File: src/rtl/core/cts_ram.sv
// Generic single-port-write, single-port-read RAM with a registered read.
`timescale 1ns / 1ps

module cts_ram #(
  parameter int WIDTH = 8,
  parameter int DEPTH = 16,
  localparam int AW = (DEPTH > 1) ? $clog2(DEPTH) : 1
) (
  input  logic             clk_i,
  input  logic             we_i,
  input  logic [AW-1:0]    waddr_i,
  input  logic [WIDTH-1:0] wdata_i,
  input  logic             re_i,
  input  logic [AW-1:0]    raddr_i,
  output logic [WIDTH-1:0] rdata_o
);

  logic [WIDTH-1:0] mem_q [DEPTH];
  logic [WIDTH-1:0] rdata_q;

  always_ff @(posedge clk_i) begin
    if (we_i) begin
      mem_q[waddr_i] <= wdata_i;
    end
    if (re_i) begin
      rdata_q <= mem_q[raddr_i];
    end
  end

  assign rdata_o = rdata_q;

endmodule

File: config.mk
export PLATFORM = sky130hd
export DESIGN_NAME = cts_ram
export DESIGN_NICKNAME = d
export VERILOG_FILES = /design/src/rtl/core/cts_ram.sv
export SDC_FILE = /design/constraint.sdc
export NUM_CORES = 1
export LEC_CHECK = 0
export BUFFER_PORTS_ARGS = -buffer_cell sky130_fd_sc_hd__buf_4
export CAP_MARGIN = 0
export CORE_ASPECT_RATIO = 1.25
export CORE_MARGIN = 2
export CORE_UTILIZATION = 60
export CTS_CLUSTER_DIAMETER = 50
export DETAILED_ROUTE_END_ITERATION = 16
export MAX_ROUTING_LAYER = met4
export PLACE_DENSITY = 0.77
export SYNTH_ARGS = -nofsm -noshare
export SYNTH_HDL_FRONTEND = slang
export SYNTH_SLANG_ARGS = --single-unit
export TNS_END_PERCENT = 30
File: constraint.sdc
create_clock -name clk_i -period 2.65 [get_ports clk_i]
set_input_delay 0.53 -clock clk_i [delete_from_list [all_inputs] [get_ports clk_i]]
set_output_delay 0.53 -clock clk_i [all_outputs]
set_load 0.01 [all_outputs]
Word level (Yosys, flattened, before mapping)
Memories as Yosys holds them, arrays and structs flattened. A register that Yosys moved wholly into a read port is not among the register bits.
Cells that the tools add are included.
W data, S select, Z words.
- multiplexer cells: 2
- operators with widths (operator ; number):
    $mux W1 ; 2
- output and inout bits: 8
- logic and storage cells: 3
- memories kept: 1
- flip-flop bits (word level): 0
- RAM bits: 128
- memories (memory ; words ; width ; rd ports ; clocked after memory_dff ; write ports ; line ; source):
    mem_q ; 16 ; 8 ; 1 ; 1 ; 1 ; 18 ; logic [WIDTH-1:0] mem_q [DEPTH];

Depth between registers and ports, before layout
Gate-level depths: netlist of the first run.
- depth in word-level cells: 2
- mapped depth: 5

Worst setup path before layout of the first run
OpenSTA, ideal clock, no wires.
- kind: input to register
- from: in waddr_i[2]
- to: mem mem_q[0][0], enable pin
- setup slack: 0.627 ns
- stages: 2
- path buffers: 0
- data arrival time: 1.640 ns
- required time: 2.267 ns
- cells stage by stage: or3b_2 > nor3_1
- RTL lines (item ; line ; source):
    from (decl) ; 11 ; input logic [AW-1:0] waddr_i,
    to (decl) ; 18 ;
Straight into the memory's write port.

==> flow_metrics.env, run 1 <==
export IMPL_report_final_hold_viol_count=0
export IMPL_clock_sinks=136
export IMPL_fin_skew_ns=0.004061
export IMPL_maxSlewHeadroom_pct=49.35
export IMPL_final_critical_path_setup_slack_ns=1.048
export IMPL_cts_tree="done"
export IMPL_maxSlewViolCount=0
export IMPL_dr_total_vias=2494
export IMPL_grt_pass1_vias=2565
export IMPL_track_usage_pct=24.65
export IMPL_synth_cell_type_count=18
export IMPL_final_cell_area_mm2=0.006111
export IMPL_maxCapViolCount=0
export IMPL_postCtsSetupBuffers=0
export IMPL_ys_ff_latch=136
export IMPL_mappedNetlistNets=248
export IMPL_critical_path_slowest_cell="sky130_fd_sc_hd__mux4_1"
export IMPL_ir_worst_vdd_v=0.0005735
export IMPL_insertion_delay_ns=0.52
export IMPL_clk_transition_reported_paths_ns=0.06
export IMPL_detailedPlace_worstSlack_ns=0.5074
export IMPL_grt_start_max_net_pins=33
export IMPL_placedInstanceArea_mm2=0.005644
export IMPL_die_footprint_mm2=0.009480
export IMPL_grt_setup_unrepaired="false"
export IMPL_antenna_violations_before_repair=0
export IMPL_actual_transition_at_the_worst_max_transition_pin_ns=0.7570
export IMPL_critPathBufInv=2
export IMPL_cts_resized=0
export IMPL_finalSetupTns_ns=0
export IMPL_layout_cells_non_filler=395
export IMPL_initial_utilization_pct=61.08
export IMPL_routed_wirelength_um=9933
export IMPL_setup_viol=0
export IMPL_remaining_number_of_nets_flagged_by_the_antenna_check_after_routing=0
export IMPL_antenna_cells_inserted=0
export IMPL_synth_area_leaders="sky130_fd_sc_hd__edfxtp_1 78%, sky130_fd_sc_hd__mux4_2 7.8%, sky130_fd_sc_hd__mux4_1 7.0%"
export IMPL_max_stage_delay_ns=0.60
export IMPL_die_h_um=108.4
export IMPL_dr_first_iter_drc_count=224
export IMPL_cts_root_buffer="sky130_fd_sc_hd__clkbuf_8"
export IMPL_hpwl_um=6323
export IMPL_worst_ep_arrival_time_ns=1.87
export IMPL_synth_edff_count=136
export IMPL_synth_cell_area_mm2=0.005228
export IMPL_final_layout_net_count=304
export IMPL_worstSetupPathType="in -> reg"
export IMPL_cts_hold_fix_buffers=0
export IMPL_globalRouteOverflowTotal=0
export IMPL_placement_row_count=38
export IMPL_area_growth_pct=16.90
export IMPL_place_detailed_instances=366
export IMPL_worst_endpoint_required_ns=2.92
export IMPL_avgRoutedWirePerCell_um=25.15
export IMPL_coreArea_mm2=0.008558
export IMPL_synth_sequential_area_ratio_pct=78.12
export IMPL_gp_routability_congestion=0.7524
export IMPL_crit_chain="buf_4 > buf_12 > mux4_1 > a22oi_1 > nand2_1"
export IMPL_synth_top_cells_by_count="136 x sky130_fd_sc_hd__edfxtp_1, 18 x sky130_fd_sc_hd__mux4_2, 16 x sky130_fd_sc_hd__a22oi_1"
export IMPL_endpoint_kind="register"
export IMPL_chipWidth_um=87.49
export IMPL_post_route_period_util_pct=60.47
export IMPL_post_route_min_period_ns=1.602
export IMPL_critical_path_peak_fanout=15
export IMPL_start_kind="input pin"
export IMPL_finalHoldWorstSlack_ns=0.2932
export IMPL_power_density_mw_per_mm2=746.4
export IMPL_clock_fmax_mhz=624.0
export IMPL_synth_largest_area_cell="sky130_fd_sc_hd__edfxtp_1"
export IMPL_most_repeated_cell_in_the_gate_level_netlist_after_synthesis="sky130_fd_sc_hd__edfxtp_1"
export IMPL_cpLargestDelayFamily="multiplexers"
export IMPL_buffer_ports_inserted=26
export IMPL_cellLeakagePower_nw=2.087
export IMPL_drt_drc_violations_left=0
export IMPL_top_level_ports=27
export IMPL_detail_route_vias_per_cell=6.314
export IMPL_postSynth_topFlopCell="sky130_fd_sc_hd__edfxtp_1"
export IMPL_synth_cells=229
export IMPL_cts_htree_levels=4
export IMPL_yosysWarningCount=0
export IMPL_numCtsBuffers=17
export IMPL_drtPass1Iterations=5
export IMPL_grt_pass1_wl_um=15110
export IMPL_hold_path_class="in -> reg"
export IMPL_outcome="finished, final reports clean"
export IMPL_asyncSetResetFlopFracSynth_pct=0
export IMPL_post_route_cells_drive_above_1_share_pct=30.17
export IMPL_syn_mean_instance_area_um2=22.83
export IMPL_ctsLongestPathBuffers=2
export IMPL_synth_top_cell_area_share_pct=78.12
[where the power goes]
part / leakage, nW / switching, mW / internal (mW)
Sequential: 1.24 / 0.0124 / 2.43
Clock: 0.235 / 0.770 / 1.12
Combinational: 0.616 / 0.126 / 0.108
Total: 2.09 / 0.909 / 3.65
[area by class of cell]
class,count,area [um2]
tap,100,125.1
multi-input combinational,83,1057
clock buffer,23,436.7
sequential,136,4084
timing repair buffer,47,377.9
fill,506,2447
clock inverter,6,30.03
[layout by cell type (no fill, tap or decap)]
cell / synthesis / routed
sky130_fd_sc_hd__or3b_2: 1 / 1
sky130_fd_sc_hd__nand3_1: 1 / 1
sky130_fd_sc_hd__buf_4: 1 / 45
sky130_fd_sc_hd__nor2_1: 13 / 13
sky130_fd_sc_hd__and2b_1: 1 / 1
sky130_fd_sc_hd__clkinv_2: 0 / 6
sky130_fd_sc_hd__nand2_1: 9 / 9
sky130_fd_sc_hd__edfxtp_1: 136 / 136
sky130_fd_sc_hd__clkbuf_8: 0 / 1
sky130_fd_sc_hd__a22oi_1: 16 / 16
sky130_fd_sc_hd__clkbuf_16: 0 / 16
sky130_fd_sc_hd__clkbuf_1: 0 / 6
sky130_fd_sc_hd__nand3b_1: 2 / 2
sky130_fd_sc_hd__nand2b_1: 2 / 2
sky130_fd_sc_hd__and2_1: 1 / 1
sky130_fd_sc_hd__mux4_1: 14 / 14
sky130_fd_sc_hd__nor3_1: 4 / 4
sky130_fd_sc_hd__nor2b_1: 1 / 1
sky130_fd_sc_hd__mux4_2: 18 / 18
sky130_fd_sc_hd__buf_12: 0 / 2
[routing by layer]
| layer | global-route usage [%] | routed length (um) | up-vias |
|---|---|---|---|
| met5 | - | 0 | - |
| met4 | 9.341 | 159 | 0 |
| met3 | 8.092 | 629 | 12 |
| met2 | 36.80 | 5226 | 101 |
| met1 | 32.04 | 3917 | 1290 |
| li1 | - | - | 1091 |
[final timing paths]
kind | startpoint | end | slack, ns | cells after the start
min | re_i | rdata_o[0] | 0.29 | 1
max reg2reg | mem_q[9][1] | rdata_o[1] | 1.18 | 3
max | raddr_i[0] | rdata_o[2] | 1.05 | 5
min reg2reg | mem_q[12][5] | rdata_o[5] | 0.76 | 3
[logic make-up (layout without fill, tap and decap cells)]
family | count (synthesis) | in the layout | synth area share, %
AO/OA/AOI/OAI | 16 | 16 | 2.298
buffers and inverters | 10 | 76 | 1.651
flip-flops | 136 | 136 | 78.12
multiplexers | 32 | 32 | 14.79
AND/OR/NAND/NOR | 35 | 35 | 3.136
[through the flow]
stage	power (mW)	utilization, %
3_3_place_gp	2.707	65.95
3_5_place_dp	2.718	65.95
6_report	4.561	71.40
5_1_grt	4.701	71.40
4_1_cts	4.599	71.40
2_1_floorplan	2.605	-
[flip-flops by register name, summed over array words and instances, names as in the netlist]
name     cells
rdata_o      8
mem_q      128
[worst register-to-register path, cell delays in order, from the launching register on]
cell,delay [ns]
sky130_fd_sc_hd__edfxtp_1,0.36
sky130_fd_sc_hd__mux4_1,0.52
sky130_fd_sc_hd__a22oi_1,0.23
sky130_fd_sc_hd__nand2_1,0.11
No activity file was read; power rests on OpenSTA's default activity.
==> run 2: changes to the inputs <==
--- a/config.mk
+++ b/config.mk
@@ -5,15 +5,16 @@
 export SDC_FILE = /design/constraint.sdc
 export NUM_CORES = 1
 export LEC_CHECK = 0
+export ABC_AREA = 1
 export BUFFER_PORTS_ARGS = -buffer_cell sky130_fd_sc_hd__buf_4
 export CAP_MARGIN = 0
 export CORE_ASPECT_RATIO = 1.25
 export CORE_MARGIN = 2
-export CORE_UTILIZATION = 60
+export CORE_UTILIZATION = 61
 export CTS_CLUSTER_DIAMETER = 50
 export DETAILED_ROUTE_END_ITERATION = 16
 export MAX_ROUTING_LAYER = met4
-export PLACE_DENSITY = 0.77
+export PLACE_DENSITY = 0.78
 export SYNTH_ARGS = -nofsm -noshare
 export SYNTH_HDL_FRONTEND = slang
 export SYNTH_SLANG_ARGS = --single-unit
==> constraint.sdc (replaced) <==
create_clock -name clk_i -period 1.7 [get_ports clk_i]
set_input_delay 0.34 -clock clk_i [delete_from_list [all_inputs] [get_ports clk_i]]
set_output_delay 0.34 -clock clk_i [all_outputs]
set_load 0.01 [all_outputs]
==> run 2 against run 1 <==
  * Critical path depth decreased by 4
  * Die area up 9.6%
  * Via count grew 59%
  * Flip-flop and latch count unchanged
  * Core utilization increased by 3.4 points
  * Synthesized cell count grew 140%
  * Setup slack worse by 0.68 ns
  * Final area grew 13%
  * Area after synthesis is 12% higher
  * Power up 83%
  * Clock skew grew 0.0039 ns
  * First-iteration DRC count up 110%
==> flow_metrics.env, run 2 <==
export IMPL_ir_worst_vdd_v=0.0009809
export IMPL_worst_endpoint_required_ns=1.36
export IMPL_cellLeakagePower_nw=3.003
export IMPL_syn_mean_instance_area_um2=10.61
export IMPL_critical_path_slowest_cell="sky130_fd_sc_hd__edfxtp_1"
export IMPL_insertion_delay_ns=0.41
export IMPL_synth_cells=551
export IMPL_cts_hold_fix_buffers=0
export IMPL_ys_ff_latch=136
export IMPL_cts_resized=0
export IMPL_outcome="finished, final reports clean"
export IMPL_dr_total_vias=3962
export IMPL_worstReg2RegEnd="rdata_o[1]"
export IMPL_asyncSetResetFlopFracSynth_pct=0
export IMPL_routed_wirelength_um=12930
export IMPL_synth_area_leaders="sky130_fd_sc_hd__edfxtp_1 70%, sky130_fd_sc_hd__nand2_1 11%, sky130_fd_sc_hd__nand3_1 8.3%"
export IMPL_postCtsSetupBuffers=0
export IMPL_met1_length_um=4980
export IMPL_placement_row_count=39
export IMPL_synth_largest_area_cell="sky130_fd_sc_hd__edfxtp_1"
export IMPL_track_usage_pct=27.51
export IMPL_actual_transition_at_the_worst_max_transition_pin_ns=0.3875
export IMPL_grt_pass1_wl_um=20220
export IMPL_highest_layer="met4"
export IMPL_hold_path_class="in -> reg"
export IMPL_worst_setup_path_endpoint="rdata_o[3]"
export IMPL_largest_register_ff_count=128
export IMPL_place_detailed_instances=698
export IMPL_synth_top_cell_area_share_pct=69.85
export IMPL_wl_met3_um=998
export IMPL_maxSlewViolCount=0
export IMPL_most_repeated_cell_in_the_gate_level_netlist_after_synthesis="sky130_fd_sc_hd__nand2_1"
export IMPL_clock_fmax_mhz=752.2
export IMPL_synth_sequential_area_ratio_pct=69.85
export IMPL_worst_r2r_path_depth=6
export IMPL_initial_utilization_pct=63.40
export IMPL_placedInstanceArea_mm2=0.006245
export IMPL_drtPass1Iterations=5
export IMPL_post_layout_total_power_mw=8.348
export IMPL_top_level_ports=27
export IMPL_critical_path_peak_fanout=1
export IMPL_reg2reg_from="mem_q[4][1]"
export IMPL_detail_route_vias_per_cell=5.427
export IMPL_postSynth_topFlopCell="sky130_fd_sc_hd__edfxtp_1"
export IMPL_ctsLongestPathBuffers=2
export IMPL_mappedNetlistNets=570
export IMPL_yosysWarningCount=0
export IMPL_antenna_violations_before_repair=0
export IMPL_maxSlewHeadroom_pct=74.17
export IMPL_post_route_min_period_ns=1.329
export IMPL_endpoint_kind="primary output"
export IMPL_synth_cell_area_mm2=0.005847
export IMPL_power_density_mw_per_mm2=1210
export IMPL_dr_first_iter_drc_count=469
export IMPL_die_footprint_mm2=0.01039
export IMPL_hpwl_um=7692
export IMPL_grt_setup_unrepaired="false"
export IMPL_registers_top_by_ff_count="mem_q"
export IMPL_area_growth_pct=18.02
export IMPL_post_route_cells_drive_above_1_share_pct=12.85
export IMPL_post_route_period_util_pct=78.20
export IMPL_chipWidth_um=91.57
export IMPL_start_kind="register"
export IMPL_synth_edff_count=136
export IMPL_layout_common_cells="173 x sky130_fd_sc_hd__nand2_1, 136 x sky130_fd_sc_hd__edfxtp_1, 100 x sky130_fd_sc_hd__inv_1"
export IMPL_worstSetupPathType="reg -> out"
export IMPL_synth_top_cells_by_count="173 x sky130_fd_sc_hd__nand2_1, 136 x sky130_fd_sc_hd__edfxtp_1, 100 x sky130_fd_sc_hd__inv_1"
export IMPL_clock_sinks=136
export IMPL_met2_length_um=6622
export IMPL_critPathLaunch="rdata_o[3]"
export IMPL_critPathBufInv=1
export IMPL_final_cell_area_mm2=0.006900
export IMPL_layout_cells_non_filler=730
export IMPL_maxCapViolCount=0
export IMPL_globalRouteOverflowTotal=0
export IMPL_gp_routability_congestion=0.8932
export IMPL_synth_cell_type_count=11
export IMPL_crit_chain="buf_4"
export IMPL_avgRoutedWirePerCell_um=17.71
export IMPL_fin_skew_ns=0.007953
export IMPL_cts_root_buffer="sky130_fd_sc_hd__clkbuf_16"
export IMPL_critical_path_depth=1
export IMPL_coreArea_mm2=0.009223
export IMPL_remaining_number_of_nets_flagged_by_the_antenna_check_after_routing=0
export IMPL_grt_pass1_vias=3999
export IMPL_finalSetupTns_ns=0
export IMPL_report_final_hold_viol_count=0
export IMPL_max_stage_delay_ns=0.41
export IMPL_final_layout_net_count=613
export IMPL_buffer_ports_inserted=26
export IMPL_antenna_cells_inserted=0
export IMPL_worst_r2r_setup_slack_ns=0.50
export IMPL_cts_tree="done"
export IMPL_layout_commonest_cell="sky130_fd_sc_hd__nand2_1"
export IMPL_clk_transition_reported_paths_ns=0.06
export IMPL_die_h_um=113.5
export IMPL_cts_htree_levels=4
export IMPL_grt_start_max_net_pins=56
export IMPL_numCtsBuffers=17
export IMPL_drt_drc_violations_left=0
export IMPL_setup_viol=0
export IMPL_worst_ep_arrival_time_ns=0.99
export IMPL_cpLargestDelayFamily="flip-flops"
[run 2: cells by family (layout without fill, tap and decap cells)]
group                  after synthesis  in the layout  synth area share [%]
DFF                                136            136                 69.85
and+or+nand+nor                    289            289                 20.76
buffers and inverters              126            182                 9.394
[run 2: per-layer routing]
layer  vias up  track usage [%]
met5         -                -
met4         0            13.64
met3        26            5.218
met2       195            44.31
met1      1870            33.68
li1       1871                -
[run 2: how the worst min path moves through the flow]
stage          cells after the start  slack [ns]           to  startpoint
6_report                           1        0.23   rdata_o[0]        re_i
5_1_grt                            1        0.22   rdata_o[1]        re_i
4_1_cts                            1        0.23   rdata_o[0]        re_i
3_5_place_dp                       1        0.66   rdata_o[0]        re_i
3_3_place_gp                       1        0.65   rdata_o[0]        re_i
2_1_floorplan                      0        0.44  mem_q[0][0]  wdata_i[0]
[run 2: cell type report]
cell class	instances	area, um2
flip-flops and latches	136	4084
fillers	565	2322
multi-input cells	289	1214
clock buffers	17	425.4
repair buffers	48	410.4
inverters	102	382.9
clock inverters	15	230.2
well taps	123	153.9
[run 2: where the power goes]
group          switching, mW  leakage (nW)  total, mW  internal [mW]
logic                  0.328          1.45      0.490          0.163
registers             0.0220          1.24       3.80           3.78
clock network           1.33         0.317       4.06           2.73
total                   1.68          3.00       8.35           6.67
[run 2: per-stage QoR]
step,utilization (%),hold WS (ns),setup WS (ns)
floorplan,-,0.4389,0.4092
global placement,67.71,0.6489,0.1400
detailed placement,67.71,0.6592,0.1459
CTS,74.82,0.2264,0.3581
global route,74.82,0.2195,0.3459
finish,74.82,0.2340,0.3705
==> run 3: changes to the inputs <==
==> constraint.sdc (replaced) <==
create_clock -name clk_i -period 1.3 [get_ports clk_i]
set_input_delay 0.26 -clock clk_i [delete_from_list [all_inputs] [get_ports clk_i]]
set_output_delay 0.26 -clock clk_i [all_outputs]
set_load 0.01 [all_outputs]
==> run 3 against run 2 <==
  * Final cell count increased by 0.41%
  * Critical endpoint is now rdata_o[7]
  * Clock power increased by 11%
  * First-iteration DRC count decreased by 25%
  * Largest power group is now registers
  * Clock-buffer cell count increased by 1
  * Largest cell class unchanged
==> flow_metrics.env, run 3 (synthesis gave the netlist of run 2 again) <==
export IMPL_actual_transition_at_the_worst_max_transition_pin_ns=0.6052
export IMPL_layout_cells_non_filler=733
export IMPL_detailedPlace_worstSlack_ns=-0.2309
export IMPL_remaining_number_of_nets_flagged_by_the_antenna_check_after_routing=0
export IMPL_outcome="finished, final reports clean"
export IMPL_clk_transition_reported_paths_ns=0.06
export IMPL_critPathBufInv=1
export IMPL_ctsLongestPathBuffers=2
export IMPL_hold_path_class="in -> reg"
export IMPL_grt_pass1_vias=3812
export IMPL_critical_path_peak_fanout=1
export IMPL_layout_common_cells="173 x sky130_fd_sc_hd__nand2_1, 136 x sky130_fd_sc_hd__edfxtp_1, 100 x sky130_fd_sc_hd__inv_1"
export IMPL_holdCritStartpoint="re_i"
export IMPL_worstHoldPathCells=1
export IMPL_post_route_min_period_ns=1.234
export IMPL_layout_commonest_cell="sky130_fd_sc_hd__nand2_1"
export IMPL_worstReg2RegEnd="rdata_o[1]"
export IMPL_detail_route_vias_per_cell=5.390
export IMPL_insertion_delay_ns=0.41
export IMPL_buffer_ports_inserted=26
export IMPL_cellLeakagePower_nw=2.967
export IMPL_cpLargestDelayFamily="flip-flops"
export IMPL_chipWidth_um=91.57
export IMPL_die_h_um=113.5
export IMPL_worst_endpoint_required_ns=1.04
export IMPL_grt_start_max_net_pins=65
export IMPL_final_cell_area_mm2=0.006822
export IMPL_grt_setup_unrepaired="false"
export IMPL_drt_drc_violations_left=0
export IMPL_proportion_of_power_drawn_by_flip_flops_and_latches_pct=49.2
export IMPL_track_usage_pct=27.07
export IMPL_crit_chain="buf_4"
export IMPL_drtPass1Iterations=6
export IMPL_cts_root_buffer="sky130_fd_sc_hd__clkbuf_16"
export IMPL_p_sw_mw=2.163
export IMPL_registers_top_by_ff_count="mem_q"
export IMPL_gp_routability_congestion=0.8874
export IMPL_globalRouteOverflowTotal=0
export IMPL_fin_skew_ns=0.006221
export IMPL_maxCapViolCount=0
export IMPL_p_comb_share_pct=6.4
export IMPL_power_switching_fraction_pct=21.39
export IMPL_cts_tree="done"
export IMPL_worst_r2r_path_depth=6
export IMPL_antenna_violations_before_repair=0
export IMPL_clock_power_share_pct=44.4
export IMPL_antenna_cells_inserted=0
export IMPL_die_footprint_mm2=0.01039
export IMPL_top_level_ports=27
export IMPL_largest_register_ff_count=128
export IMPL_cts_hold_fix_buffers=0
export IMPL_place_detailed_instances=702
export IMPL_postCtsSetupBuffers=0
export IMPL_numCtsBuffers=17
export IMPL_dr_first_iter_drc_count=351
export IMPL_initial_utilization_pct=63.40
export IMPL_finish_utilization_pct=73.97
export IMPL_routed_wirelength_um=12830
export IMPL_worstSetupPathType="reg -> out"
export IMPL_ir_worst_vdd_v=0.001079
export IMPL_reg2reg_from="mem_q[5][1]"
export IMPL_dr_total_vias=3951
export IMPL_coreArea_mm2=0.009223
export IMPL_critical_path_slowest_cell="sky130_fd_sc_hd__edfxtp_1"
export IMPL_start_kind="register"
export IMPL_final_layout_net_count=617
export IMPL_cellInternalPower_mw=7.949
export IMPL_critPathLaunch="rdata_o[7]"
export IMPL_power_density_mw_per_mm2=1482
export IMPL_avgRoutedWirePerCell_um=17.50
export IMPL_max_stage_delay_ns=0.40
export IMPL_cts_htree_levels=4
export IMPL_worst_r2r_setup_slack_ns=0.12
export IMPL_final_critical_path_setup_slack_ns=0.06610
export IMPL_critical_path_depth=1
export IMPL_area_growth_pct=16.67
export IMPL_endpoint_kind="primary output"
export IMPL_maxSlewViolCount=0
export IMPL_clock_fmax_mhz=810.4
export IMPL_post_layout_total_power_mw=10.11
export IMPL_report_final_hold_viol_count=0
export IMPL_setup_viol=0
export IMPL_hpwl_um=8063
export IMPL_clock_sinks=136
export IMPL_whs_endpoint="rdata_o[1]"
export IMPL_maxSlewHeadroom_pct=59.59
export IMPL_fillCellCount=598
export IMPL_placedInstanceArea_mm2=0.006262
export IMPL_worst_ep_arrival_time_ns=0.97
export IMPL_cts_resized=0
export IMPL_placement_row_count=39
export IMPL_post_route_period_util_pct=94.92
export IMPL_grt_pass1_wl_um=19980
export IMPL_post_route_cells_drive_above_1_share_pct=13.11
run 3: how the worst max path moves through the flow:
stage	end	slack [ns]
finish	rdata_o[7]	0.07
CTS	rdata_o[7]	0.04
floorplan	mem_q[4][0]	0.09
global route	rdata_o[1]	0.01
global placement	rdata_o[1]	-0.16
detailed placement	rdata_o[1]	-0.23
run 3: layout make-up:
type / instances / area (um2) / share of cell area [%]
Clock buffer: 18 / 429.2 / 6.291
Clock inverter: 13 / 130.1 / 1.908
Inverter: 102 / 382.9 / 5.613
Multi-Input combinational cell: 289 / 1214 / 17.79
Sequential cell: 136 / 4084 / 59.87
Tap cell: 123 / 153.9 / 2.256
Timing Repair Buffer: 52 / 427.9 / 6.273
run 3: per-stage QoR:
stage,hold WS [ns],TNS [ns]
finish,0.1359,0
CTS,0.1300,0
floorplan,0.3589,0
global placement,0.5553,-1.019
global route,0.1362,0
detailed placement,0.5575,-1.317
run 3: power by group through the flow:
stage	registers [mW]	clock network (mW)	logic [mW]
4_1_cts	4.97	4.51	0.647
5_1_grt	4.98	4.74	0.710
3_5_place_dp	5.06	0	0.640
2_1_floorplan	5.06	0	0.346
3_3_place_gp	5.06	0	0.624
6_report	4.97	4.49	0.647
run 3: routing by layer:
| metal | part of all wire (%) | up-vias | global-route usage, % |
|---|---|---|---|
| met5 | 0 | - | - |
| met4 | 3.4 | 0 | 11.82 |
| met3 | 6.4 | 33 | 5.746 |
| met2 | 51 | 173 | 43.53 |
| met1 | 39 | 1873 | 33.54 |
| li1 | - | 1872 | - |
