[src/rtl/core/cts_pkg.sv]
// Package with the types, constants and register codes of the cache tag store.
`timescale 1ns / 1ps

package cts_pkg;

  localparam int DW = 32;
  localparam int TW = 30;
  localparam int SW = 32;

  localparam int DEF_MAX_BLOCKS = 1024;
  localparam int DEF_WAYS       = 4;

  localparam logic [1:0] REG_ORG  = 2'd0;
  localparam logic [1:0] REG_REPL = 2'd1;
  localparam logic [1:0] REG_OFF  = 2'd2;
  localparam logic [1:0] REG_LOG  = 2'd3;

  localparam logic [1:0] ORG_DIRECT = 2'd0;
  localparam logic [1:0] ORG_SET    = 2'd1;
  localparam logic       REPL_FIFO  = 1'b0;

  localparam logic [3:0] OFF_MIN   = 4'd2;
  localparam logic [3:0] OFF_MAX   = 4'd12;
  localparam logic [3:0] OFF_RESET = 4'd4;
  localparam logic [3:0] LOG_MIN   = 4'd2;
  localparam logic [3:0] LOG_RESET = 4'd10;

  typedef struct packed {
    logic          done;
    logic [DW-1:0] quot;
    logic [DW-1:0] rem;
  } div_res_t;

  typedef struct packed {
    logic          valid;
    logic [TW-1:0] tag;
    logic [SW-1:0] stamp;
  } entry_t;

endpackage

[src/rtl/core/cts_div.sv]
// Iterative restoring divider, one quotient bit per cycle.
`timescale 1ns / 1ps

module cts_div import cts_pkg::*; (
  input  logic          clk_i,
  input  logic          rst_ni,
  input  logic          start_i,
  input  logic [DW-1:0] num_i,
  input  logic [DW-1:0] den_i,
  output div_res_t      res_o
);

  localparam int CNTW = $clog2(DW + 1);

  logic            busy_q;
  logic            done_q;
  logic [CNTW-1:0] cnt_q;
  logic [DW-1:0]   quot_q;
  logic [DW-1:0]   rem_q;
  logic [DW-1:0]   den_q;
  logic [DW:0]     trial;
  logic [DW:0]     diff;
  logic            ge;

  assign trial = {rem_q, quot_q[DW-1]};
  assign diff  = trial - {1'b0, den_q};
  assign ge    = !diff[DW];

  always_ff @(posedge clk_i or negedge rst_ni) begin
    if (!rst_ni) begin
      busy_q <= 1'b0;
      done_q <= 1'b0;
      cnt_q  <= '0;
    end else if (start_i) begin
      busy_q <= 1'b1;
      done_q <= 1'b0;
      cnt_q  <= CNTW'(DW);
    end else if (busy_q) begin
      cnt_q <= cnt_q - CNTW'(1);
      if (cnt_q == CNTW'(1)) begin
        busy_q <= 1'b0;
        done_q <= 1'b1;
      end
    end else begin
      done_q <= 1'b0;
    end
  end

  always_ff @(posedge clk_i) begin
    if (start_i) begin
      quot_q <= num_i;
      rem_q  <= '0;
      den_q  <= den_i;
    end else if (busy_q) begin
      quot_q <= {quot_q[DW-2:0], ge};
      rem_q  <= ge ? diff[DW-1:0] : trial[DW-1:0];
    end
  end

  assign res_o.done = done_q;
  assign res_o.quot = quot_q;
  assign res_o.rem  = rem_q;

endmodule

[config.mk]
export PLATFORM = sky130hd
export DESIGN_NAME = cts_div
export DESIGN_NICKNAME = d
export VERILOG_FILES = /design/src/rtl/core/cts_pkg.sv /design/src/rtl/core/cts_div.sv
export SDC_FILE = /design/constraint.sdc
export NUM_CORES = 1
export LEC_CHECK = 0
export ABC_AREA = 1
export BUFFER_PORTS_ARGS = -buffer_cell sky130_fd_sc_hd__buf_2
export CAP_MARGIN = 30
export CORE_MARGIN = 3
export CORE_UTILIZATION = 57
export CTS_CLUSTER_SIZE = 25
export DETAILED_ROUTE_END_ITERATION = 16
export PLACE_DENSITY = 0.87
export SETUP_SLACK_MARGIN = 0.4
export SYNTH_ARGS = -nofsm -noshare
export SYNTH_HDL_FRONTEND = slang
export SYNTH_SLANG_ARGS = --single-unit
export TNS_END_PERCENT = 30
[constraint.sdc]
create_clock -name clk_i -period 2.9 [get_ports clk_i]
set_input_delay 0.29 -clock clk_i [delete_from_list [all_inputs] [get_ports clk_i]]
set_output_delay 0.29 -clock clk_i [all_outputs]
set_load 0.01 [all_outputs]
Word-level counts from Yosys, hierarchy flattened
Index checks and enable logic that the tools add are counted.
{"block": "op_classes", "eq_ne": 2, "reduce_logical": 2, "n_mux": 11, "add_sub_neg": 2}
{"op": "$mux 32", "count": 3}
{"op": "$sub 33x32->33", "count": 1}
{"op": "$mux 6", "count": 2}
{"op": "$eq 6x1->1 const B", "count": 1}
{"op": "$mux 1", "count": 6}
{"op": "$sub 6x1->6 const B", "count": 1}
{"op": "$ne 3x2->1 const B", "count": 1}
{"op": "$reduce_bool 2->1", "count": 1}
{"op": "$logic_not 1->1", "count": 1}
{"block": "totals", "regBits": 104, "out_inout_bits": 65}

Logic depth before layout (Yosys ltp)
Gate-level depths: netlist of the first run.
{"block": "logic_depth", "depth_word": 4, "mapped_depth": 18, "mapped_depth_nobuf": 17}

Worst setup path after synthesis of the first run
Ideal clock, no wire load.
{"block": "synth_timing", "kind": "reg-to-reg", "startpoint": "register quot_q[31]", "endpoint": "register quot_q[0] (data pin)", "slack_ps": 572, "t_arrival_ps": 2058, "path_stages_with_launch": 17, "required_time_ps": 2630, "setup_time_ps": 270, "path_cell_list": "edfxtp_1 inv_1 ha_1 fa_1 inv_1 nand2_1 nand2_1 nand3_1 nand2_2 nand2_1 nand2_1 nand2_2 nand2_2 nand2_2 nand2_4 buf_6 o21ai_0"}
{"block": "synth_between", "elab_chain_len": 4}
{"element": "start, declared", "line": "cts_div.sv:18", "source": "logic [DW-1:0] quot_q;"}
{"element": "start signal, assigned", "line": "cts_div.sv:51", "source": "quot_q <= num_i;"}
{"element": "start signal, assigned", "line": "cts_div.sv:55", "source": "quot_q <= {quot_q[DW-2:0], ge};"}
{"element": "$sub 33x32->33", "line": "cts_div.sv:26", "source": "assign diff = trial - {1'b0, den_q};"}
{"element": "$logic_not 1->1", "line": "cts_div.sv:27", "source": "assign ge = !diff[DW];"}
{"element": "$mux 32", "line": "cts_div.sv:54", "source": "end else if (busy_q) begin"}
{"element": "$mux 32", "line": "cts_div.sv:50", "source": "if (start_i) begin"}
No other way between the ends. The select of a mux whose other input is x is not followed.
A chain may end at the register's enable or synchronous reset.

Final worst setup path of the first run
Same ends and word-level chain as after synthesis.

==> reports/summary.txt, run 1 <==
die area = 13600 µm²
grt ovf = 0
layout cells sized above 1 = 16.1%
Multi-input gate area = 3460 µm²
initial antenna violation count = 0
Finish-stage setup viols = 0
cell taking the most area after synthesis = edfxtp_1
Post-synth EDFFs = 64
top_reg_cell synth = edfxtp_1
fill cell count = 973
I/O Buffers = 131
RSZ-0062 raised after global routing = true
Post-Synth XOR/XNOR Area = 1.89%
first-pass GRT wire length = 29500 µm
cell breakdown of the critical path = inv_2 -> ha_2 -> fa_2 -> inv_2 -> nand2_1 -> nand2_2 -> nand3_1 -> nand2_2 -> nand2_1 -> nand2_2 -> nand2_4 -> nand2_8 -> nand2_8 -> nand2_8 -> o21ai_0
Synth area leaders = edfxtp_1, nand2_1, inv_1
compound-gate portion of the synthesized area = 2.61%
CP bufs+invs = 2
main combinational cell family by area after synthesis = simple AND/OR/NAND/NOR gates
drt via density = 5.03
setup_tns = 0 ps
initial core utilization = 59.7%
Post-synth ARST share = 7.69%
Via Count = 6670
Post-Syn Nets = 1143
Area after DPL = 7710 µm²
Syn Std Cell Area = 6960 µm²
area delta synth->final = 18.6%
simple-gate share of the synthesized area = 35.9%
multiplexer area fraction after synthesis = 0%
Syn. warnings = 0
CTS H-Tree Depth = 3
Die H = 116 µm
Hold Path Class = in -> reg
final worst-path cycle share = 82.3%
IO Count = 132
core area = 11700 µm²
max-slew violation count = 0
Layout Skew = 15.1 ps
post-route ant nets = 0
drc violations = 0
Diodes inserted = 0
CTS clk-pin slew, worst paths = 80 ps
Final Power = 3.64 mW
TritonCTS clock tree = yes
final hold violations = 0
largest net degree at the start of global routing = 50
CP max FO = 5
vias in the first global route = 6321
achievable clock frequency = 419 MHz
post-route cell area = 8250 µm²
die width = 116 µm
critical setup path kind = reg -> reg
Placer Congestion = 0.915
#FFs+latches synth = 104
Top delay family on crit path = simple AND/OR/NAND/NOR gates
Syn Area/Cell = 6.68 µm²
count leader, synth = nand2_1
Leak Pwr = 4.75 nW
final core utilization = 70.7%
crit path launch type = flop
Arr. time, crit path = 2470 ps
max-cap violations = 0
Slew @ Worst Pin = 923 ps
Mapped Cells = 1041
time the worst path needs with I/O delays and setup = 2390 ps
crit end category = flop
Post-synth top cells = nand2_1, inv_1, edfxtp_1
clk buf depth = 2
DRT iter0 DRCs = 428
worst relative slew slack = 38.1%
CTS root buf = clkbuf_16
Clock Latency Late Sink = 360 ps
Crit path required time = 2990 ps
First-pass DRT Iterations = 5
sequential-to-total area share from yosys stat = 39.7%
biggest cell delay along the critical path = 370 ps
DP Wirelength = 13200 µm
TritonCTS buffer count = 9
Post-Synth Adder-Cell Area = 6.40%
power density over cell area = 441 nW/µm²
run status = complete, no violations
crit path max-delay cell type = edfxtp_1
DR WL/cell = 14.0 µm
Yosys cell types = 36
Max VDD drop = 526 µV
hold_ws = 97.9 ps
global-route usage over all layers = 27.7%
Total Wirelength = 18600 µm
clk sinks = 104
Register Area = 2760 µm²
# rows = 39
post-synth top area share = 27.6%
NumNets Final = 1280
==> through the flow <==
step           std cells  setup slack, ps
3_3_place_gp        1300              429
5_1_grt             1326              369
4_1_cts             1321              413
2_1_floorplan       1041              572
3_5_place_dp        1300              279
6_report            1326              513
==> final cells by class <==
type                       instances  area share, %
inverter                         219           9.97
multi-input combinational        704           41.9
tap                              143           2.17
timing repair buffer             140           8.95
clock inverter                     5          0.546
sequential                       104           33.5
clock buffer                      11           2.94
==> flip-flops by register name, summed over array words and instances (netlist names) <==
| register | cells |
|---|---|
| quot_q | 32 |
| den_q | 32 |
| done_q | 1 |
| cnt_q | 6 |
| busy_q | 1 |
| rem_q | 32 |
==> cells by family (layout without fill, tap and decap cells) <==
group | after synthesis | count (layout)
fa+ha+maj | 35 | 35
simple gates | 614 | 619
compound gates | 35 | 35
buf+inv | 238 | 375
xor+xnor | 15 | 15
flops | 104 | 104
==> path summary, 6_finish.rpt <==
check                      cells past startpoint  slack, ps                endpoint                    from
max reg2reg                                   15        510     quot_q[0]$_DFFE_PP_    quot_q[31]$_DFFE_PP_
min reg2reg                                    2        490  rem_q[12]$_SDFFE_PP0P_  rem_q[12]$_SDFFE_PP0P_
max                                           15        510     quot_q[0]$_DFFE_PP_    quot_q[31]$_DFFE_PP_
max in group asynchronous                      2       2430        busy_q$_DFF_PN0_                  rst_ni
min in group asynchronous                      2        300      done_q$_DFFE_PN0P_                  rst_ni
min                                            1        100      den_q[9]$_DFFE_PP_                den_i[9]
==> cell usage in the layout (no fill, tap or decap), types with 2 or more instances in the layout <==
cell type / instances
a21oi_1: 21
and2_1: 5
buf_2: 131
buf_4: 7
clkbuf_16: 9
dfrtp_1: 8
dfxtp_1: 32
edfxtp_1: 64
ha_1: 33
inv_1: 214
inv_2: 4
inv_6: 3
nand2_1: 466
nand2_2: 7
nand2_4: 2
nand2_8: 9
nand3_1: 58
nand3_4: 2
nand3b_1: 2
nand4_1: 5
nor2_1: 42
nor2_2: 7
nor3_1: 8
nor3_2: 2
nor4_1: 2
o21ai_0: 8
o21ai_1: 2
xnor2_1: 12
xor2_1: 3
==> routing by layer <==
| layer | track usage [%] | wire (µm) |
|---|---|---|
| met1 | 35.9 | 8070 |
| met2 | 45.3 | 8760 |
| met3 | 6.94 | 1350 |
| met4 | 9.20 | 423 |
| met5 | 0 | 0 |
==> power breakdown <==
| group | total (mW) | switching (mW) | leakage [nW] | internal (mW) |
|---|---|---|---|---|
| Clock | 1.21 | 0.591 | 0.139 | 0.623 |
| Sequential | 1.78 | 0.0719 | 1.02 | 1.71 |
| Combinational | 0.649 | 0.407 | 3.59 | 0.242 |
| Total | 3.64 | 1.07 | 4.75 | 2.57 |
==> what timing repair did <==
action | in CTS | in global routing
endpoints found under the setup margin | 33 | 33
gates cloned | 4 | 1
pin swaps | 3 | 5
resized for setup | 16 | 8
buffers inserted | 0 | 4
hold buffers | 1 | 0
hold endpoints to repair | 8 | 0
(Power assumes the default switching activity.)
==> run 2: changes to the inputs <==
--- a/config.mk
+++ b/config.mk
@@ -5,14 +5,14 @@
 export SDC_FILE = /design/constraint.sdc
 export NUM_CORES = 1
 export LEC_CHECK = 0
-export ABC_AREA = 1
+export ABC_AREA = 0
 export BUFFER_PORTS_ARGS = -buffer_cell sky130_fd_sc_hd__buf_2
 export CAP_MARGIN = 30
 export CORE_MARGIN = 3
-export CORE_UTILIZATION = 57
+export CORE_UTILIZATION = 55
 export CTS_CLUSTER_SIZE = 25
 export DETAILED_ROUTE_END_ITERATION = 16
-export PLACE_DENSITY = 0.87
+export PLACE_DENSITY = 0.86
 export SETUP_SLACK_MARGIN = 0.4
 export SYNTH_ARGS = -nofsm -noshare
 export SYNTH_HDL_FRONTEND = slang
==> constraint.sdc (replaced) <==
create_clock -name clk_i -period 2.29 [get_ports clk_i]
set_input_delay 0.229 -clock clk_i [delete_from_list [all_inputs] [get_ports clk_i]]
set_output_delay 0.229 -clock clk_i [all_outputs]
set_load 0.01 [all_outputs]
==> run 2 against run 1 <==
Effect of this change:
- the flow now finishes with violations (setup timing)
- cell area grew 8.2%
- maximum frequency shrank 16%
- critical endpoint is now rem_q[20]$_SDFFE_PP0P_
- worst hold slack lost 80 ps
- synthesized cell count shrank 41%
- die area shrank 9.3%
- first-iteration DRC count grew 32%
- core utilization grew 14 points
- non-clock buffer count grew 166
- sequential share of layout area shrank 2.5 points
- critical path depth is the same
- cell count shrank 21%
- synthesized area shrank 13%
==> reports/summary.txt, run 2 <==
run status = finished with violations (was complete, no violations)
failing checks = setup timing
vias in the first global route = 6387 (was 6321)
clk buf depth = 2 (unchanged)
Layout Skew = 15.4 ps (was 15.1 ps)
Via Count = 6231 (was 6670)
R2R Path Start = den_q[5]$_DFFE_PP_ (was quot_q[31]$_DFFE_PP_)
NumNets Final = 1009 (was 1280)
largest net degree at the start of global routing = 54 (was 50)
worst reg2reg path depth = 15 (unchanged)
IO Count = 132 (unchanged)
crit end category = flop (unchanged)
Area after DPL = 7800 µm² (was 7710 µm²)
Slew @ Worst Pin = 674 ps (was 923 ps)
Arr. time, crit path = 3130 ps (was 2470 ps)
Post-synth EDFFs = 64 (unchanged)
Top delay family on crit path = compound AO/OA/AOI/OAI gates (was simple AND/OR/NAND/NOR gates)
worst relative slew slack = 55.1% (was 38.1%)
Largest regs = den_q: 32 flops, quot_q: 32 flops, rem_q: 32 flops (unchanged)
final core utilization = 84.9% (was 70.7%)
drt via density = 5.95 (was 5.03)
Total Wirelength = 20500 µm (was 18600 µm)
final hold violations = 0 (unchanged)
first-pass GRT wire length = 31500 µm (was 29500 µm)
CP Capture Point = rem_q[20]$_SDFFE_PP0P_ (was quot_q[0]$_DFFE_PP_)
TritonCTS clock tree = yes (unchanged)
post-route ant nets = 0 (unchanged)
final setup margin = -550 ps (was 513 ps)
initial antenna violation count = 0 (unchanged)
power share of the clock group = 11.1% (was 33.3%)
area delta synth->final = 47.4% (was 18.6%)
Final Power = 10.6 mW (was 3.64 mW)
critical path depth = 15 (unchanged)
global-route usage over all layers = 31.4% (was 27.7%)
Hold Path Class = in -> reg (unchanged)
# rows = 37 (was 39)
CTS clk-pin slew, worst paths = 110 ps (was 80 ps)
power density over cell area = 1190 nW/µm² (was 441 nW/µm²)
reg2reg end = rem_q[20]$_SDFFE_PP0P_ (was quot_q[0]$_DFFE_PP_)
Die H = 111 µm (was 116 µm)
TritonCTS buffer count = 9 (unchanged)
Finish-stage setup viols = 33 (was 0)
most frequent cells in the layout = buf_4, buf_2, nand2_1 (was nand2_1, inv_1, buf_2)
Leak Pwr = 4.05 nW (was 4.75 nW)
most common cell after layout, fill and taps aside = buf_4 (was nand2_1)
biggest cell delay along the critical path = 390 ps (was 370 ps)
achievable clock frequency = 352 MHz (was 419 MHz)
Post-Syn Nets = 720 (was 1143)
First-pass DRT Iterations = 6 (was 5)
max-cap violations = 0 (unchanged)
Syn. warnings = 0 (unchanged)
DRT iter0 DRCs = 567 (was 428)
time the worst path needs with I/O delays and setup = 2840 ps (was 2390 ps)
Setup crit start = den_q[5]$_DFFE_PP_ (was quot_q[31]$_DFFE_PP_)
Crit path required time = 2580 ps (was 2990 ps)
clk sinks = 104 (unchanged)
core area = 10500 µm² (was 11700 µm²)
Max VDD drop = 789 µV (was 526 µV)
CTS H-Tree Depth = 3 (unchanged)
RSZ-0062 raised after global routing = true (unchanged)
CP max FO = 13 (was 5)
Clock Latency Late Sink = 400 ps (was 360 ps)
die area = 12300 µm² (was 13600 µm²)
Flop pwr share = 26.0% (was 48.8%)
crit path launch type = flop (unchanged)
critical setup path kind = reg -> reg (unchanged)
count leader, synth = nand2_1 (unchanged)
post-route cell area = 8930 µm² (was 8250 µm²)
Syn Area/Cell = 9.80 µm² (was 6.68 µm²)
max-slew violation count = 0 (unchanged)
layout cells sized above 1 = 45.8% (was 16.1%)
crit path max-delay cell type = edfxtp_1 (unchanged)
top_reg_cell synth = edfxtp_1 (unchanged)
Post-synth ARST share = 7.69% (unchanged)
setup_tns = -12320 ps (was 0 ps)
Mapped Cells = 618 (was 1041)
Net Sw Frac = 42.0% (was 29.4%)
sequential-to-total area share from yosys stat = 45.6% (was 39.7%)
final worst-path cycle share = 124% (was 82.3%)
Synth area leaders = edfxtp_1, dfxtp_1, ha_1 (was edfxtp_1, nand2_1, inv_1)
flop2flop setup slack = -550 ps (was 510 ps)
Yosys cell types = 63 (was 36)
initial core utilization = 57.6% (was 59.7%)
hold_ws = 17.4 ps (was 97.9 ps)
cell breakdown of the critical path = inv_1 -> ha_4 -> a21oi_4 -> nand2_2 -> buf_4 -> o211ai_2 -> a21boi_2 -> buf_4 -> o21ai_4 -> a21oi_4 -> nor2_4 -> buf_6 -> buf_12 -> nand2_1 -> a311oi_2 (was inv_2 -> ha_2 -> fa_2 -> inv_2 -> nand2_1 -> nand2_2 -> nand3_1 -> nand2_2 -> nand2_1 -> nand2_2 -> nand2_4 -> nand2_8 -> nand2_8 -> nand2_8 -> o21ai_0)
DR WL/cell = 19.5 µm (was 14.0 µm)
Int Pwr = 6.15 mW (was 2.57 mW)
#FFs+latches synth = 104 (unchanged)
I/O Buffers = 131 (unchanged)
combinational cell fraction of total power = 62.9% (was 17.8%)
Net Switching = 4.45 mW (was 1.07 mW)
post-synth top area share = 31.7% (was 27.6%)
Syn Std Cell Area = 6060 µm² (was 6960 µm²)
Placer Congestion = 0.960 (was 0.915)
fill cell count = 513 (was 973)
cell taking the most area after synthesis = edfxtp_1 (unchanged)
grt ovf = 0 (unchanged)
Diodes inserted = 0 (unchanged)
CP bufs+invs = 5 (was 2)
die width = 111 µm (was 116 µm)
DP Wirelength = 12700 µm (was 13200 µm)
drc violations = 0 (unchanged)
Post-synth top cells = nand2_1, edfxtp_1, nor2_1 (was nand2_1, inv_1, edfxtp_1)
CTS root buf = clkbuf_8 (was clkbuf_16)
run 2: changes by cell type in the layout (fill, tap and decap cells not counted), moves of 30 or more:
cell / previous run / this run
buf_4: 7 / 138
dlygate4sd3_1: 1 / 31
inv_1: 214 / 43
mux2_2: 0 / 31
nand2_1: 466 / 71
nand3_1: 58 / 15
run 2: metrics by stage:
step                      setup WS (ps)  instances
after detailed placement           -464        985
after CTS                          -307       1034
final                              -550       1048
after global routing               -655       1048
after floorplan                    -275        618
after global placement             -311        985
run 2: power groups by stage:
stage	combinational [mW]	clock (mW)	sequential [mW]
CTS	6.03	1.19	2.74
detailed placement	5.37	0	2.74
global route	7.07	1.29	2.80
finish	6.67	1.17	2.75
floorplan	2.88	0	2.93
global placement	5.19	0	2.72
run 2: routing by layer:
metal	share of wire (%)	global-route usage, %
met2	49	54.2
met4	4.2	12.7
met3	9.6	9.99
met1	37	36.0
met5	0	0
run 2: worst min-delay path by stage:
stage,startpoint,end,slack [ps],cells past startpoint
5_1_grt,den_i[1],den_q[1]$_DFFE_PP_,3,1
4_1_cts,den_i[22],den_q[22]$_DFFE_PP_,0.6,1
3_3_place_gp,rst_ni,cnt_q[4]$_DFFE_PN0P_,70,1
3_5_place_dp,rst_ni,cnt_q[2]$_DFFE_PN0P_,80,1
2_1_floorplan,rst_ni,busy_q$_DFF_PN0_,-70,0
6_report,den_i[1],den_q[1]$_DFFE_PP_,20,1
run 2: cell families after synthesis:
group           share of synthesized area, %
mux                                     5.76
buf+inv                                 5.29
xor+xnor                                3.47
compound gates                          17.2
simple gates                            15.3
flops                                   45.6
fa+ha+maj                               7.35
run 2: layout make-up:
cell class                 count  area, µm²  share of cell area, %
clock inverter                 5       47.5                  0.533
timing repair buffer         306       2120                   23.8
sequential                   104       2770                   31.0
clock buffer                  11        151                   1.70
multi-input combinational    439       3490                   39.1
tap                          136        170                   1.91
inverter                      47        176                   1.98
run 2: timing repair:
action | 4_1_cts | 5_1_grt
gates resized for setup | 63 | 30
setup endpoints to repair | 33 | 33
cloned | 1 | 0
pin swaps | 39 | 17
hold endpoints to repair | 29 | 9
setup buffers | 10 | 5
hold buffers | 22 | 9
run 2: worst reg2reg max path, delay by kind of cell (launching register included):
kind            cells  cell delay (ps)
flops               1              390
simple gates        3              360
buf+inv             5              670
compound gates      6             1070
fa+ha+maj           1              230
==> run 3: changes to the inputs <==
==> constraint.sdc (replaced) <==
create_clock -name clk_i -period 2.86 [get_ports clk_i]
set_input_delay 0.286 -clock clk_i [delete_from_list [all_inputs] [get_ports clk_i]]
set_output_delay 0.286 -clock clk_i [all_outputs]
set_load 0.01 [all_outputs]
==> run 3 against run 2 <==
Effect of this change:
- the flow now finishes without violations
- cell area shrank 16%
- die area is the same
- sequential power shrank 17%
- clock skew grew 1.3 ps
==> reports/summary.txt, run 3 (synthesis gave the netlist of run 2 again) <==
clk sinks = 104 (unchanged)
Crit path required time = 3160 ps (was 2580 ps)
Via Count = 5221 (was 6231)
Leak Pwr = 3.27 nW (was 4.05 nW)
Post-Place Setup Slack = 56.5 ps (was -464 ps)
CP max FO = 7 (was 13)
CTS H-Tree Depth = 3 (unchanged)
Slew @ Worst Pin = 708 ps (was 674 ps)
power density over cell area = 928 nW/µm² (was 1190 nW/µm²)
critical setup path kind = reg -> reg (unchanged)
vias in the first global route = 5262 (was 6387)
DR WL/cell = 17.1 µm (was 19.5 µm)
run status = complete, no violations (was finished with violations)
post-route ant nets = 0 (unchanged)
DRT iter0 DRCs = 342 (was 567)
RSZ-0062 raised after global routing = true (unchanged)
die width = 111 µm (unchanged)
crit path launch type = flop (unchanged)
time the worst path needs with I/O delays and setup = 2720 ps (was 2840 ps)
layout cells sized above 1 = 35.4% (was 45.8%)
Placer Congestion = 0.920 (was 0.960)
Total Wirelength = 15500 µm (was 20500 µm)
most common cell after layout, fill and taps aside = buf_2 (was buf_4)
DP Wirelength = 11300 µm (was 12700 µm)
max-slew violation count = 0 (unchanged)
Final Power = 6.96 mW (was 10.6 mW)
most frequent cells in the layout = buf_2, nand2_1, edfxtp_1 (was buf_4, buf_2, nand2_1)
IO Count = 132 (unchanged)
final core utilization = 71.4% (was 84.9%)
drc violations = 0 (unchanged)
I/O Buffers = 131 (unchanged)
TritonCTS buffer count = 9 (unchanged)
post-route cell area = 7500 µm² (was 8930 µm²)
largest net degree at the start of global routing = 57 (was 54)
max-cap violations = 0 (unchanged)
CTS root buf = clkbuf_8 (unchanged)
core area = 10500 µm² (unchanged)
global-route usage over all layers = 25.4% (was 31.4%)
drt via density = 5.76 (was 5.95)
first-pass GRT wire length = 25600 µm (was 31500 µm)
area delta synth->final = 23.9% (was 47.4%)
worst reg2reg path depth = 12 (was 15)
Hold Path Class = in -> reg (unchanged)
Largest regs = den_q: 32 flops, quot_q: 32 flops, rem_q: 32 flops (unchanged)
grt ovf = 0 (unchanged)
Max VDD drop = 554 µV (was 789 µV)
die area = 12300 µm² (unchanged)
Clock Latency Late Sink = 400 ps (about the same)
worst relative slew slack = 52.8% (was 55.1%)
Setup crit start = rem_q[25]$_SDFFE_PP0P_ (was den_q[5]$_DFFE_PP_)
Area after DPL = 6980 µm² (was 7800 µm²)
initial core utilization = 57.6% (unchanged)
Finish-stage setup viols = 0 (was 33)
crit end category = flop (unchanged)
setup_tns = 0 ps (was -12320 ps)
final hold violations = 0 (unchanged)
Diodes inserted = 0 (unchanged)
R2R Path Start = rem_q[25]$_SDFFE_PP0P_ (was den_q[5]$_DFFE_PP_)
Layout Skew = 16.7 ps (was 15.4 ps)
# rows = 37 (unchanged)
Die H = 111 µm (unchanged)
final setup margin = 140 ps (was -550 ps)
HP Start = den_i[24] (was den_i[1])
NumNets Final = 868 (was 1009)
Arr. time, crit path = 3020 ps (was 3130 ps)
clk buf depth = 2 (unchanged)
achievable clock frequency = 368 MHz (was 352 MHz)
TritonCTS clock tree = yes (unchanged)
initial antenna violation count = 0 (unchanged)
hold path depth = 1 (unchanged)
First-pass DRT Iterations = 5 (was 6)
CTS clk-pin slew, worst paths = 110 ps (about the same)
final worst-path cycle share = 95.1% (was 124%)
[run 3: cell count changes in the layout (fill, tap and decap cells not counted), sizes merged]
cell         delta
buf           -111
clkbuf          -1
inv             +2
clkinv          -1
dlygate4sd3    -30
[run 3: power by group]
part	switching (mW)	internal (mW)	leakage [nW]
Clock	0.571	0.339	0.0917
Combinational	2.09	1.70	2.16
Sequential	0.315	1.95	1.01
[run 3: path summary, 6_finish.rpt]
check	end	slack, ps
max	rem_q[20]$_SDFFE_PP0P_	140
min	den_q[24]$_DFFE_PP_	50
max reg2reg	rem_q[20]$_SDFFE_PP0P_	140
min reg2reg	rem_q[16]$_SDFFE_PP0P_	500
max in group asynchronous	busy_q$_DFF_PN0_	2410
min in group asynchronous	cnt_q[1]$_DFFE_PN0P_	260
[run 3: cell type report]
| cell class | instances | area (µm²) |
|---|---|---|
| multi-input cells | 439 | 3240 |
| clock inverters | 6 | 56.3 |
| fillers | 782 | 3010 |
| inverters | 47 | 176 |
| repair buffers | 165 | 963 |
| well taps | 136 | 170 |
| flip-flops and latches | 104 | 2770 |
| clock buffers | 10 | 128 |
[run 3: timing repair]
item | 4_1_cts | 5_1_grt
resized for setup | 36 | 17
hold buffers | 1 | 0
endpoints found under the hold margin | 8 | 0
cloned | 1 | 0
pin swaps | 24 | 6
endpoints found under the setup margin | 33 | 33
setup buffers | 7 | 3
[run 3: per-layer routing]
| metal | wire [µm] | vias up | GRT usage [%] |
|---|---|---|---|
| li1 | - | 2531 | - |
| met1 | 6570 | 2462 | 30.7 |
| met2 | 7630 | 197 | 44.0 |
| met3 | 1030 | 31 | 7.86 |
| met4 | 272 | 0 | 6.98 |
| met5 | 0 | - | 0 |
[run 3: stage by stage]
stage	instances	hold WS [ps]
after CTS	904	28.4
after detailed placement	879	138
final	907	46.6
after global placement	879	129
after floorplan	618	-9.59
after global routing	907	28.9
[run 3: worst max-delay path, cell delays in order (launching register included)]
cell and delay (ps):
dfxtp_1 370, ha_2 410, nand2_1 100, o21ai_2 180, a31oi_1 120, o21bai_1 280, a21o_1 270, buf_12 130
nor3_4 40, nor2_4 180, buf_6 170, nand2_1 60, a311oi_1 300
